## config.mk

```make
export PLATFORM = sky130hd
export DESIGN_NAME = srp_cell
export DESIGN_NICKNAME = d
export VERILOG_FILES = /design/src/hw/rtl/srp_pkg.sv /design/src/hw/rtl/srp_cell.sv
export SDC_FILE = /design/constraint.sdc
export NUM_CORES = 1
export LEC_CHECK = 0
export BUFFER_PORTS_ARGS = -buffer_cell sky130_fd_sc_hd__buf_2
export CAP_MARGIN = 5
export CORE_ASPECT_RATIO = 1.2
export CORE_MARGIN = 4
export CORE_UTILIZATION = 33
export CTS_CLUSTER_DIAMETER = 50
export DETAILED_ROUTE_END_ITERATION = 16
export PLACE_DENSITY = 0.83
export SYNTH_ARGS = -nofsm -noshare
export SYNTH_HDL_FRONTEND = slang
export SYNTH_SLANG_ARGS = --single-unit
```

## constraint.sdc

```tcl
create_clock -name clk -period 0.9 [get_ports clk]
set_input_delay 0.045 -clock clk [delete_from_list [all_inputs] [get_ports clk]]
set_output_delay 0.045 -clock clk [all_outputs]
set_load 0.005 [all_outputs]
```

## src/hw/rtl/srp_pkg.sv

```systemverilog
// shared types and constants for the skyline rectangle packer
// no dependencies; used by srp_cell and skyline_rectangle_packer_unit
package srp_pkg;

	localparam int DEF_MAX_PLATEAUS = 64;
	localparam int DEF_COORD_BITS   = 16;
	localparam int XW               = 16;

	localparam logic [15:0] RESET_BIN_WIDTH = 16'd1024;
	localparam logic [7:0]  RESET_MARGIN    = 8'd2;

	localparam logic [7:0] CFG_BIN_WIDTH = 8'd0;
	localparam logic [7:0] CFG_MARGIN    = 8'd1;

	typedef enum logic [1:0] {
		ST_PLACED  = 2'd0,
		ST_NO_FIT  = 2'd1,
		ST_FULL    = 2'd2,
		ST_CLEARED = 2'd3
	} status_t;

	typedef enum logic {
		CMD_CLEAR = 1'b0,
		CMD_PLACE = 1'b1
	} cmd_t;

	typedef enum logic [2:0] {
		S_IDLE,
		S_SCAN,
		S_ALIGN,
		S_DECIDE,
		S_DEL,
		S_INS,
		S_FIN
	} state_t;

	typedef enum logic [2:0] {
		OP_HOLD,
		OP_ROT,
		OP_DEL,
		OP_INS,
		OP_CLR
	} cell_op_t;

	typedef struct packed {
		cell_op_t op;
		logic     make;
	} cell_ctl_t;

	typedef struct packed {
		logic        cmd;
		logic [15:0] rect_width;
		logic [15:0] rect_height;
	} item_t;

	typedef struct packed {
		logic [1:0]  status;
		logic [15:0] pos_x;
		logic [15:0] pos_y;
		logic [15:0] used_width;
		logic [15:0] used_height;
	} result_t;

endpackage

```

## src/hw/rtl/srp_cell.sv

```systemverilog
// one skyline plateau cell: start x and level, shifting with its neighbors
// depends on srp_pkg
module srp_cell #(
	parameter int IDX        = 0,
	parameter int PW         = 6,
	parameter int COORD_BITS = srp_pkg::DEF_COORD_BITS
) (
	input  logic                  clk,
	input  logic                  arst_n,
	input  srp_pkg::cell_ctl_t    ctl,
	input  logic [PW-1:0]         pos,
	input  logic [15:0]           next_x,
	input  logic [COORD_BITS-1:0] next_y,
	input  logic [15:0]           prev_x,
	input  logic [COORD_BITS-1:0] prev_y,
	input  logic [15:0]           ins_x,
	input  logic [COORD_BITS-1:0] ins_y,
	input  logic [COORD_BITS-1:0] top,
	input  logic [7:0]            margin,
	output logic [15:0]           x,
	output logic [COORD_BITS-1:0] y
);

	logic [PW:0] idx_w;
	logic [PW:0] pos_w;
	logic        above;
	logic        at_ins;
	logic        at_pos;

	assign idx_w  = (PW+1)'(IDX);
	assign pos_w  = {1'b0, pos};
	assign above  = idx_w > pos_w;
	assign at_pos = idx_w == pos_w;
	assign at_ins = idx_w == pos_w + 1'b1;

	always_ff @(posedge clk or negedge arst_n) begin
		if (!arst_n) begin
			x <= 16'(srp_pkg::RESET_MARGIN);
			y <= COORD_BITS'(srp_pkg::RESET_MARGIN);
		end else begin
			case (ctl.op)
				srp_pkg::OP_ROT: begin
					x <= next_x;
					y <= next_y;
				end
				srp_pkg::OP_DEL: begin
					if (above) begin
						x <= next_x;
						y <= next_y;
					end
				end
				srp_pkg::OP_INS: begin
					if (at_pos) begin
						y <= top;
					end else if (ctl.make && at_ins) begin
						x <= ins_x;
						y <= ins_y;
					end else if (ctl.make && above) begin
						x <= prev_x;
						y <= prev_y;
					end
				end
				srp_pkg::OP_CLR: begin
					if (IDX == 0) begin
						x <= 16'(margin);
						y <= COORD_BITS'(margin);
					end
				end
				default: begin
				end
			endcase
		end
	end

endmodule

```

Word level (Yosys, flattened, before mapping):

Index checks and enable logic that the tools add are counted.

* flip-flop bits (word level): 32
* bits of input ports: 132
* word-level logic and storage cells: 29

* $add $sub $neg: 1
* magnitude comparators: 1
* equality and inequality tests: 8
* multiplexer cells: 10
* reduce and logical (&&, ||, !) cells: 7

Operator list (number)
* $mux W16: 8
* $pmux W16 S4: 2
* $logic_not A7 Y1: 2
* $add A6 B1 Y7 const B: 1
* $eq A3 B2 Y1 const B: 2
* $gt A1 B6 Y1 const A: 1
* $ne A2 B2 Y1 const B: 2
* $ne A4 B4 Y1 const B: 1
* $reduce_and A4 Y1: 1
* $reduce_bool A4 Y1: 1
* $eq A3 B1 Y1 const B: 1
* $eq A3 B3 Y1 const B: 1
* $ne A3 B3 Y1 const B: 1
* $reduce_and A3 Y1: 1
* $logic_and A1 B1 Y1: 2

Logic depth before layout (Yosys ltp):

* word-level depth: 6
* depth in mapped cells: 6
* gate-level depth less buffers: 4

Least setup slack after synthesis:

No wires, ideal clock.

* path type: input port to flip-flop
* start point: in pos[0]
* end point: reg y[10]
* arrival: 1287 ps
* data required time: 774 ps
* setup slack: -513 ps
* cell stages on the path: 4
* buffers on the path: 0
* cell sequence: or4_1 nor3_4 o22ai_2 a221o_1

* cells in the longest elaborated chain, start to end: 6

RTL lines
* start, declared: line srp_cell.sv:11 `input logic [PW-1:0] pos,`
* $add A6 B1 Y7: line srp_cell.sv:34 `assign at_ins = idx_w == pos_w + 1'b1;`
* $logic_not A7 Y1: line srp_cell.sv:34
* $logic_and A1 B1 Y1: line srp_cell.sv:55 `end else if (ctl.make && at_ins) begin`
* $mux W16: line srp_cell.sv:55
* $mux W16: line srp_cell.sv:53 `if (at_pos) begin`
* $pmux W16 S4: line srp_cell.sv:41 `case (ctl.op)`
* end signal, assigned: line srp_cell.sv:44 `y <= next_y;`
* end signal, assigned: line srp_cell.sv:54 `y <= top;`
* end signal, assigned: line srp_cell.sv:57 `y <= ins_y;`
* end, declared: line srp_cell.sv:21 `output logic [COORD_BITS-1:0] y`

Parallel ways exist; a longest one is shown, timed or not.
A chain may end at the register's enable or synchronous reset.

Worst setup path in the final report:

* start point: in pos[0]
* end point: reg y[7]

Same word-level chain as after synthesis.

==> run_results.csv <==
group,metric,value,unit
outcome,status,"finished with violations",
outcome,violations,"negative setup slack",
setup_path,cp.required,1.07,ns
layout,final_area,2640,sq um
global_route,grt-ovfl-total,0,
cts,htreeDepth,2,
power_and_ir_drop,leakagePower,1.31,nW
setup_path,r2r-start,"x[1]$_DFFE_PN1P_",
detailed_routing,dr.pass1.iters,4,
layout,drive_above_1_share,46.0,%
layout,multi_input_area,897,sq um
placed_design,dp_slack,-0.702,ns
setup_path,critical_path.max_fanout,8,
setup_path,worstRegToRegCells,4,
global_route,grt_max_degree,27,
setup_path,startpoint_type,"input port",
power_and_ir_drop,vdd_drop_max,775,uV
floorplanning,io_pins,164,
detailed_routing,m1WireLength,2.35,mm
detailed_routing,vias,1966,
placed_design,place.gp.congestion,0.769,
global_route,track_usage,17.0,%
setup_path,cpMostUsedCell,"buf_6",
sta,fin_crit_sh,136,%
sta,relSlewSlack,75.8,%
cts,clkSlewWorstSetupHoldPaths,0.07,ns
cts,clockBufferDepth,2,
layout,finalNonFillerCells,375,
global_route,antenna_found_initial,0,
layout,fin_nets,446,
setup_path,cp_num_buf_inv,2,
sta,clock.fmax,0.819,GHz
logic_synthesis,ys_ff_latch,32,
setup_path,startpoint,"pos[0]",
sta,rsz0062_at_grt,"yes",
floorplanning,start_util,34.5,%
cts,numClockSinks,32,
sta,slew_violations,0,
power_and_ir_drop,p_per_area,1580,nW/um^2
placed_design,io_buffers,98,
global_route,grt_pass1_wl,8.50,mm
floorplanning,die_w,73.9,microns
floorplanning,rows,28,
layout,diodes,0,
placed_design,dp_cells,358,
hold_path,hold_path.startpoint,"top[10]",
cts,cts_tree,"built",
setup_path,cp_cell_sequence,"buf_6, or4_4, nor3_4, buf_6, nand3_4, o221a_2",
detailed_routing,vias_per_cell,5.24,
setup_path,worst_path_max_delay_cell,"or4_4",
placed_design,placed_area,2390,sq um
setup_path,end_kind,"flop",
sta,layout_setup_ws,-0.321,ns
hold_path,whs_path_depth,2,
logic_synthesis,synth.distinct_cells,21,
layout,ff_latch_area,803,sq um
logic_synthesis,yosysSeqAreaShare,46.8,%
logic_synthesis,synth_area_per_cell,8.63,sq um
logic_synthesis,synth_area,1720,sq um
detailed_routing,ant_nets,0,
setup_path,regToRegSetupSlack,-0.10,ns
detailed_routing,wl_per_cell,14.7,microns
floorplanning,core-area,4970,sq um
global_route,grt_pass1_vias,1893,
cts,cts_root_buf,"clkbuf_8",
detailed_routing,routed_wl,5.52,mm
setup_path,crit_arrival,1.39,ns
detailed_routing,drc,0,
cts,clock_latency,0.28,ns
sta,finalSetupViolations,19,
sta,final-hold-violation-count,0,
layout,nFillCells,487,
layout,area_growth_syn_to_layout,53.7,%
layout,finish.utilization,53.1,%
detailed_routing,top_layer,"met4",
sta,clock_skew,0,ns
flow_run,cap_violations,0,
detailed_routing,wl_met3,406,microns
setup_path,cp_top_family,"simple AND/OR/NAND/NOR gates",
detailed_routing,wl_met2,2.70,mm
placed_design,hpwlAfterDp,4.24,mm
setup_path,path_class,"in -> reg",
detailed_routing,drt_iter0_drc,71,
cts,cts_made_buffers,5,
floorplanning,dieArea,6430,sq um
logic_synthesis,synth_warnings,0,
power_and_ir_drop,p_total,4.17,mW
sta,period_minus_slack,1.22,ns
logic_synthesis,synthCells,199,
setup_path,r2r-end,"x[1]$_DFFE_PN1P_",
logic_synthesis,synth_nets,331,
floorplanning,die_h,87.0,microns
hold_path,hp-class,"in -> reg",
setup_path,crit_path_max_incr_delay,0.53,ns
sta,worst_pin_slew,0.361,ns
hold_path,hold_end,"y[10]$_DFFE_PN0P_",
cells by family (layout without fill, tap and decap cells):
group | Yosys count | count (layout) | share of synthesized area (%)
compound gates | 74 | 74 | 28.6
flops | 32 | 32 | 46.8
buf+inv | 18 | 134 | 4.15
simple gates | 75 | 75 | 20.5
timing repair:
item,in CTS,in global routing
setup buffers,1,0
endpoints found under the hold margin,38,0
endpoints found under the setup margin,27,40
hold buffers,8,0
pin swaps,12,9
gates resized for setup,11,5
Yosys cell counts:
cell       n  area (sq um)
nor2_1    33           124
a21oi_1   32           160
dfrtp_1   30           751
nand2_1   18          67.6
o22ai_1   16           100
clkbuf_1  11          41.3
nor2b_1   10          62.6
and3_1     9          56.3
a221o_1    8          80.1
o21ai_0    8          40.0
o221a_2    8          90.1
buf_1      3          11.3
buf_2      3          15.0
dfstp_2    2          52.6
nand2b_1   2          12.5
inv_1      1          3.75
nand3_1    1          5.00
nor3_4     1          16.3
o22a_1     1          8.76
o22ai_2    1          12.5
or4_1      1          7.51
where the power goes:
part | switching [mW] | total, mW | internal [mW]
Clock | 0.524 | 1.13 | 0.610
Combinational | 0.516 | 1.19 | 0.673
Sequential | 0.165 | 1.85 | 1.68
Total | 1.21 | 4.17 | 2.97
worst register-to-register path: cells and delay by family, from the launching register on:
family | cells | cell delay [ns]
compound gates | 3 | 0.35
flops | 1 | 0.54
simple gates | 1 | 0.04
per-stage QoR:
step / hold slack (ns) / TNS, ns
detailed placement: -0.0398 / -14.00
global route: 0.00209 / -5.98
global placement: -0.0526 / -12.99
floorplan: -0.251 / -7.32
CTS: 0.00129 / -6.14
finish: 0.0116 / -5.09
area by class of cell:
type / count / share of cell area, %
tap: 60 / 2.84
multi-input combinational: 149 / 34.0
timing repair buffer: 125 / 29.1
clock buffer: 6 / 3.13
clock inverter: 2 / 0.379
inverter: 1 / 0.142
sequential: 32 / 30.4
worst max path at each step:
stage / end / slack (ns) / cells past startpoint
after floorplan: y[10]$_DFFE_PN0P_ / -0.49 / 4
after global placement: y[2]$_DFFE_PN0P_ / -0.66 / 6
after detailed placement: y[6]$_DFFE_PN0P_ / -0.70 / 6
after CTS: y[7]$_DFFE_PN0P_ / -0.38 / 6
after global routing: y[6]$_DFFE_PN0P_ / -0.35 / 6
final: y[7]$_DFFE_PN0P_ / -0.32 / 6
sequential cells by signal, summed over array words and instances (netlist names):
name  flops
x        16
y        16
routing by layer:
layer  up-vias  GRT usage (%)
met3         8           4.39
met4         0           4.61
met1       920           22.0
li1        954              -
met2        84           28.1
met5         -              0
cell usage in the layout (no fill, tap or decap), types with 2 or more instances in the layout:
cell / netlist / routed
buf_2: 3 / 95
nor2_1: 33 / 33
a21oi_1: 32 / 32
dfrtp_1: 30 / 30
nand2_1: 18 / 17
o22ai_1: 16 / 15
buf_4: 0 / 14
nor2b_1: 10 / 9
and3_1: 9 / 8
a221o_1: 8 / 8
dlygate4sd3_1: 0 / 8
o221a_2: 8 / 7
clkbuf_8: 0 / 6
buf_6: 0 / 6
o21ai_0: 8 / 5
o21ai_1: 0 / 3
nand2b_1: 2 / 2
clkinv_2: 0 / 2
buf_12: 0 / 2
dfstp_2: 2 / 2
Note: power is estimated with default switching activity, not from simulation.
